$ cat src/rtl/core/oqke_pkg.sv
// Shared types and codes for the ordered queue with key edit.
// No dependencies; imported by every module of the block.
package oqke_pkg;

    localparam logic [2:0] OP_INSERT  = 3'd0;
    localparam logic [2:0] OP_SEARCH  = 3'd1;
    localparam logic [2:0] OP_MODIFY  = 3'd2;
    localparam logic [2:0] OP_DELETE  = 3'd3;
    localparam logic [2:0] OP_DISPLAY = 3'd4;

    localparam logic [1:0] ST_OK      = 2'd0;
    localparam logic [1:0] ST_MISSING = 2'd1;
    localparam logic [1:0] ST_EMPTY   = 2'd2;
    localparam logic [1:0] ST_FULL    = 2'd3;

    typedef struct packed {
        logic [2:0]         op;
        logic signed [31:0] key;
        logic signed [31:0] new_value;
    } request_t;

    typedef struct packed {
        logic [1:0]         status;
        logic signed [31:0] element;
        logic               last;
        logic [4:0]         entries_held;
    } result_t;

    // broadcast commands from control to every cell
    typedef struct packed {
        logic capture;     // latch compare result against request key
        logic write_tail;  // cell just past the last held entry loads write data
        logic write_first; // first matching cell loads write data
        logic shift;       // cells at or after the first match take the neighbor
        logic rotate;      // whole held list rotates one place toward the head
    } cell_cmd_t;

endpackage

$ cat src/rtl/core/oqke_cell.sv
// One storage cell of the queue chain: holds an entry and its compare hit.
// Depends on oqke_pkg (cell_cmd_t).
module oqke_cell #(
    parameter int INDEX = 0,
    parameter int CW    = 5
) (
    input  logic                  clk,
    input  oqke_pkg::cell_cmd_t   cmd,
    input  logic [CW-1:0]         count,
    input  logic signed [31:0]    cmp_key,
    input  logic signed [31:0]    wdata,
    input  logic signed [31:0]    head,
    input  logic signed [31:0]    nbr,
    input  logic                  first,
    input  logic                  after,
    output logic signed [31:0]    entry,
    output logic                  hit
);
    import oqke_pkg::*;

    logic signed [31:0] entry_reg;
    logic signed [31:0] entry_next;
    logic               hit_reg;
    logic               hit_next;
    logic               held;
    logic               at_tail;
    logic               last_held;

    assign held      = CW'(INDEX) < count;
    assign at_tail   = CW'(INDEX) == count;
    assign last_held = (CW'(INDEX) + CW'(1)) == count;

    always_comb
    begin
        entry_next = entry_reg;
        if (cmd.write_tail && at_tail)
        begin
            entry_next = wdata;
        end
        if (cmd.write_first && first)
        begin
            entry_next = wdata;
        end
        if (cmd.shift && after)
        begin
            entry_next = nbr;
        end
        if (cmd.rotate)
        begin
            entry_next = last_held ? head : nbr;
        end
    end

    assign hit_next = cmd.capture ? (held && (entry_reg == cmp_key)) : hit_reg;

    always_ff @(posedge clk)
    begin
        entry_reg <= entry_next;
        hit_reg   <= hit_next;
    end

    assign entry = entry_reg;
    assign hit   = hit_reg;

endmodule

$ cat src/rtl/core/oqke_ctrl.sv
// Sequencer of the queue: request capture, first-match pick, count and results.
// Depends on oqke_pkg (codes, request_t, result_t, cell_cmd_t).
module oqke_ctrl #(
    parameter int DEPTH = 16,
    parameter int CW    = 5
) (
    input  logic                  clk,
    input  logic                  rst_n,
    input  logic                  start,
    output logic                  busy,
    input  oqke_pkg::request_t    request,
    output oqke_pkg::result_t     result,
    output logic                  done,
    input  logic [DEPTH-1:0]      hit,
    input  logic signed [31:0]    head,
    output oqke_pkg::cell_cmd_t   cmd,
    output logic [DEPTH-1:0]      first,
    output logic [DEPTH-1:0]      after,
    output logic [CW-1:0]         count,
    output logic signed [31:0]    wdata
);
    import oqke_pkg::*;

    localparam int IW = (DEPTH > 1) ? $clog2(DEPTH) : 1;

    typedef enum logic [2:0] {
        S_IDLE = 3'b001,
        S_EXEC = 3'b010,
        S_DISP = 3'b100
    } state_t;

    state_t             state_reg, state_next;
    logic [CW-1:0]      count_reg, count_next;
    logic [IW-1:0]      disp_reg, disp_next;
    logic               done_reg, done_next;
    logic [2:0]         op_reg, op_next;
    logic signed [31:0] key_reg, key_next;
    logic signed [31:0] nv_reg, nv_next;
    result_t            result_reg, result_next;
    logic               any_hit;
    logic               disp_last;

    // isolate lowest set hit, then mark it and everything above it
    assign first     = hit & (~hit + DEPTH'(1));
    assign after     = ~(first - DEPTH'(1));
    assign any_hit   = |hit;
    assign disp_last = (CW'(disp_reg) + CW'(1)) == count_reg;
    assign wdata     = (op_reg == OP_INSERT) ? key_reg : nv_reg;

    always_comb
    begin
        state_next  = state_reg;
        count_next  = count_reg;
        disp_next   = disp_reg;
        done_next   = 1'b0;
        op_next     = op_reg;
        key_next    = key_reg;
        nv_next     = nv_reg;
        result_next = result_reg;
        cmd         = '0;
        case (state_reg)
            S_IDLE:
            begin
                if (start)
                begin
                    cmd.capture = 1'b1;
                    op_next     = request.op;
                    key_next    = request.key;
                    nv_next     = request.new_value;
                    disp_next   = '0;
                    if (request.op == OP_DISPLAY && count_reg != '0)
                    begin
                        state_next = S_DISP;
                    end
                    else
                    begin
                        state_next = S_EXEC;
                    end
                end
            end
            S_EXEC:
            begin
                done_next          = 1'b1;
                state_next         = S_IDLE;
                result_next.status = ST_OK;
                if (op_reg == OP_INSERT)
                begin
                    if (count_reg == CW'(DEPTH))
                    begin
                        result_next.status = ST_FULL;
                    end
                    else
                    begin
                        cmd.write_tail = 1'b1;
                        count_next     = count_reg + CW'(1);
                    end
                end
                else if (op_reg > OP_DISPLAY)
                begin
                    result_next.status = ST_OK;
                end
                else if (count_reg == '0)
                begin
                    result_next.status = ST_EMPTY;
                end
                else if (!any_hit)
                begin
                    result_next.status = ST_MISSING;
                end
                else
                begin
                    case (op_reg)
                        OP_MODIFY:
                        begin
                            cmd.write_first = 1'b1;
                        end
                        OP_DELETE:
                        begin
                            cmd.shift  = 1'b1;
                            count_next = count_reg - CW'(1);
                        end
                        default:
                        begin
                            cmd.shift = 1'b0;
                        end
                    endcase
                end
                result_next.element      = '0;
                result_next.last         = 1'b1;
                result_next.entries_held = 5'(count_next);
            end
            S_DISP:
            begin
                // head cell is emitted, chain rotates so the next entry arrives
                done_next                = 1'b1;
                cmd.rotate               = 1'b1;
                result_next.status       = ST_OK;
                result_next.element      = head;
                result_next.last         = disp_last;
                result_next.entries_held = 5'(count_reg);
                disp_next                = disp_reg + IW'(1);
                if (disp_last)
                begin
                    state_next = S_IDLE;
                end
            end
            default:
            begin
                state_next = S_IDLE;
            end
        endcase
    end

    always_ff @(posedge clk or negedge rst_n)
    begin
        if (!rst_n)
        begin
            state_reg <= S_IDLE;
            count_reg <= '0;
            disp_reg  <= '0;
            done_reg  <= 1'b0;
        end
        else
        begin
            state_reg <= state_next;
            count_reg <= count_next;
            disp_reg  <= disp_next;
            done_reg  <= done_next;
        end
    end

    always_ff @(posedge clk)
    begin
        op_reg     <= op_next;
        key_reg    <= key_next;
        nv_reg     <= nv_next;
        result_reg <= result_next;
    end

    assign busy   = (state_reg != S_IDLE);
    assign done   = done_reg;
    assign result = result_reg;
    assign count  = count_reg;

endmodule

$ cat src/rtl/core/ordered_queue_with_key_edit.sv
// Top level of the ordered queue with key edit: a chain of entry cells plus sequencer.
// Depends on oqke_pkg, oqke_cell and oqke_ctrl.
//
//  channel   | signals                 | handshake
//  ----------+-------------------------+-------------------------------------
//  request   | start, busy, request    | taken at a clock edge with start && !busy
//  result    | done, result            | done marks each result, no back-pressure
//
// Insert, search, modify, delete, unused ops and display of an empty list: every cell
// latches its compare as the request is taken, then S_EXEC updates the chain and result.
// Display of N held entries: one result per cycle (S_DISP) as the chain rotates.
// busy stays high until the last result is registered; rst_n clears count and control.
// The receiver cannot stall; done marks each result for one cycle only.
module ordered_queue_with_key_edit #(
    parameter int DEPTH = 16
) (
    input  logic                clk,
    input  logic                rst_n,
    input  logic                start,
    output logic                busy,
    input  oqke_pkg::request_t  request,
    output oqke_pkg::result_t   result,
    output logic                done
);
    import oqke_pkg::*;

    localparam int CW = $clog2(DEPTH + 1);

    cell_cmd_t          cmd;
    logic [DEPTH-1:0]   hit;
    logic [DEPTH-1:0]   first;
    logic [DEPTH-1:0]   after;
    logic [CW-1:0]      count;
    logic signed [31:0] wdata;
    logic signed [31:0] entry [DEPTH];

    oqke_ctrl #(
        .DEPTH (DEPTH),
        .CW    (CW)
    ) u_ctrl (
        .clk     (clk),
        .rst_n   (rst_n),
        .start   (start),
        .busy    (busy),
        .request (request),
        .result  (result),
        .done    (done),
        .hit     (hit),
        .head    (entry[0]),
        .cmd     (cmd),
        .first   (first),
        .after   (after),
        .count   (count),
        .wdata   (wdata)
    );

    for (genvar i = 0; i < DEPTH; i++)
    begin : g_cell
        logic signed [31:0] nbr;
        if (i == DEPTH - 1)
        begin : g_end
            assign nbr = entry[i];
        end
        else
        begin : g_mid
            assign nbr = entry[i + 1];
        end

        oqke_cell #(
            .INDEX (i),
            .CW    (CW)
        ) u_cell (
            .clk     (clk),
            .cmd     (cmd),
            .count   (count),
            .cmp_key (request.key),
            .wdata   (wdata),
            .head    (entry[0]),
            .nbr     (nbr),
            .first   (first[i]),
            .after   (after[i]),
            .entry   (entry[i]),
            .hit     (hit[i])
        );
    end

endmodule

$ cat config.mk
export PLATFORM = sky130hd
export DESIGN_NAME = ordered_queue_with_key_edit
export DESIGN_NICKNAME = d
export VERILOG_FILES = /design/src/rtl/core/oqke_pkg.sv /design/src/rtl/core/oqke_cell.sv /design/src/rtl/core/oqke_ctrl.sv /design/src/rtl/core/ordered_queue_with_key_edit.sv
export SDC_FILE = /design/constraint.sdc
export NUM_CORES = 2
export LEC_CHECK = 0
export ABC_CLOCK_PERIOD_IN_PS = 5100
export BUFFER_PORTS_ARGS = -buffer_cell sky130_fd_sc_hd__buf_2
export CORE_MARGIN = 2
export CORE_UTILIZATION = 55
export DETAILED_ROUTE_END_ITERATION = 7
export PLACE_DENSITY = 0.75
export SLEW_MARGIN = 10
export SYNTH_ARGS = -nofsm -noshare
export SYNTH_HDL_FRONTEND = slang
export SYNTH_SLANG_ARGS = --single-unit
$ cat constraint.sdc
create_clock -name clk -period 5.1 [get_ports clk]
set_input_delay 0.51 -clock clk [delete_from_list [all_inputs] [get_ports clk]]
set_output_delay 0.51 -clock clk [all_outputs]
set_load 0.05 [all_outputs]
==> run summary <==
status: finished, final reports clean
TritonCTS clock tree: built
critical path arrival: 4760 ps
drt wl/cell: 41.6 um
Avg Vias per Cell: 7.61
Max stage delay on crit path: 910 ps
Top Metal Used: met5
syn_area_per_cell: 11.0 um^2
Post-synth top cells: edfxtp_1 (635), nor2_1 (533), xor2_1 (328)
Startpoint Class: flip-flop
Synth Area in XOR/XNOR: 0.127
Worst Skew: 28.5 ps
DRT antenna net count: 0
max reg flops: 512
worst relative slew slack: 0.131
met3 WL: 31700 um
fill count: 5087
commonest register cell after synthesis: edfxtp_1
final net count: 3276
Yosys cell types: 57
Synth top area share: 0.537
sequential share of the synthesized area: 0.546
CP most frequent cell: buf_4
Gate Count Post-Synth: 3221
pre-CTS setup slack: 774 ps
ys async rst share: 0.0201
Die Width: 258 um
number of synthesized flops with an enable pin: 635
DP Wirelength: 109000 um
Max VDD drop: 0.251 mV
NetSw: 2.61 mW
Die Span Y: 258 um
Post-CTS Resized: 0
H-tree Lvls: 3
Initial Utilization: 0.554
compound-gate portion of the synthesized area: 0.151
logic gate share of total power: 0.043
Worst path top cell family by delay: simple AND/OR/NAND/NOR gates
post-synthesis mux area share: 0.00958
vias in the first global route: 28700
Post-Syn Area: 0.0355 mm^2
largest net degree at the start of global routing: 65
setup TNS: 0 ps
global route total overflow: 0
met2 wire length: 65200 um
drc violations: 0
Buffers on Ports: 111
Core Region: 0.0641 mm^2
final worst setup slack: 580 ps
setup violators final: 0
GPL Wtd Cong: 1.13
internal power component: 8.80 mW
Crit-path slowest cell: o221ai_4
FF+latch count, synth: 648
critical path class: flip-flop to flip-flop
Reg2Reg Setup Slack: 580 ps
# clock sinks: 648
Post-Syn Nets: 3297
buffer levels on the longest clock path: 3
Clock Root Buffer: clkbuf_16
IO Pins: 112
Synth Area in Adders: 0.00239
max-cap viol count: 0
layout cell share with drive strength beyond 1: 0.132
Synth area leaders: edfxtp_1 (54%), a221o_1 (9.0%), xor2_1 (8.1%), nor2_1 (5.6%), xnor2_1 (4.6%)
critical path required time: 5340 ps
initial antenna violation count: 11
Max Slew Vio Count: 0
wire length of the first global-routing pass: 230000 um
Post-Synth Simple-Gate Area: 0.119
WP buf/inv: 4
Hold Crit Class: input pin to flip-flop
Worst Max-Slew Pin Slew: 1300 ps
Die Area: 0.0667 mm^2
Final period util: 0.886
RSZ-0062 raised after global routing: false
Sw Share: 0.228
final wirelength: 171000 um
DR iter-0 viols: 6521
post-synth top area cell: edfxtp_1
fin crit period: 4520 ps
Clk network pwr share: 0.452
Final Hold Fails: 0
clock-pin transition on the worst setup and hold timing paths: 70 ps
Total Power: 11.4 mW
CTS Buf Count: 72
crit path max fanout: 32
vias post-DR: 31300
Sequential Power Share: 0.505
Total GRT Usage: 0.505
Area Growth Syn to Fin: 10.8%
most common cell in the netlist: edfxtp_1
leak pwr: 12.7 nW
Critical Path, Cell by Cell: inv_1 -> ha_1 -> nor4b_1 -> buf_4 -> nor4_1 -> buf_4 -> nor2b_1 -> buf_4 -> a21oi_1 -> o221ai_4
P per Cell Area: 290 mW/mm^2
Crit. End Element: flip-flop
Max Fclk: 221 MHz
largest family of logic cells by synthesized area: compound AO/OA/AOI/OAI gates
met1 WL: 54800 um
Syn. warnings: 0
Rows: 93
drt first pass iters: 7
insertion delay to the later sink of the worst-skew pair: 640 ps
==> metrics by stage <==
stage,instances,area (um^2),hold slack [ps],utilization
4_1_cts,4105,39400,36.9,0.614
3_5_place_dp,3980,37100,426,0.579
3_3_place_gp,3980,37100,424,0.579
5_1_grt,4106,39400,42.1,0.614
2_1_floorplan,3221,35500,214,-
6_report,4112,39400,44.1,0.614
==> cells in the final DEF (no fill, tap or decap), types with 4 or more instances in the layout <==
cell type	Yosys	layout
xor2_1	328	328
mux2i_1	34	34
and2_1	5	4
bufinv_16	0	5
nor3_1	28	26
nor4_1	94	93
a2111oi_0	6	6
edfxtp_1	635	635
dfrtp_1	12	12
and3_1	43	42
nand2_1	61	59
buf_2	21	111
inv_1	75	74
clkbuf_16	0	74
clkinv_2	0	9
nand3_1	31	31
clkinv_1	0	17
nand4_1	63	63
a21oi_1	125	124
o22ai_1	131	131
o21ai_0	24	17
buf_4	0	140
a31oi_1	8	7
o221ai_4	0	4
nor2_2	0	17
a221o_1	321	321
nor2_1	533	514
or2_2	33	33
o21a_1	37	37
ha_1	6	6
clkbuf_1	274	13
o21ai_2	0	8
diode_2	0	7
xnor2_1	187	187
==> cell families after synthesis <==
group,Yosys count
compound gates,676
buf+inv,424
fa+ha+maj,7
mux,34
xor+xnor,515
simple gates,917
flops,648
==> final cells by class <==
type                       count  area (um^2)  share of cell area
sequential                   648        19400               0.492
timing repair buffer         254         1660              0.0421
tap                          855         1070              0.0272
inverter                      75          284             0.00721
multi-input combinational   2149        14700               0.374
antenna                        7         17.5            0.000445
clock inverter                37          317             0.00804
clock buffer                  87         1900              0.0483
==> timing repair <==
item,CTS,global route
buffers inserted,0,0
endpoints found under the hold margin,12,0
hold buffers,1,0
==> final timing paths <==
check	start	endpoint	cells after the start
max	u_ctrl.count[0]	g_cell[9].u_cell.entry[17]	10
min	request[30]	u_ctrl.nv_reg[30]	1
max reg2reg	u_ctrl.count[0]	g_cell[9].u_cell.entry[17]	10
min reg2reg	u_ctrl.disp_reg[2]	u_ctrl.disp_reg[2]	1
max in group asynchronous	rst_n	u_ctrl.state_reg[0]	2
min in group asynchronous	rst_n	u_ctrl.count[0]	2
==> power by group through the flow <==
stage	clock network [mW]	logic (mW)	registers [mW]
2_1_floorplan	0	0.233	5.88
3_3_place_gp	0	0.447	5.88
3_5_place_dp	0	0.447	5.88
4_1_cts	5.11	0.451	5.76
5_1_grt	5.31	0.476	5.76
6_report	5.15	0.493	5.76
==> layer usage <==
metal,vias to the layer above,global-route usage
li1,11900,-
met1,14900,0.602
met2,3449,0.663
met3,996,0.268
met4,12,0.419
met5,-,0.0285
(Power assumes the default switching activity.)
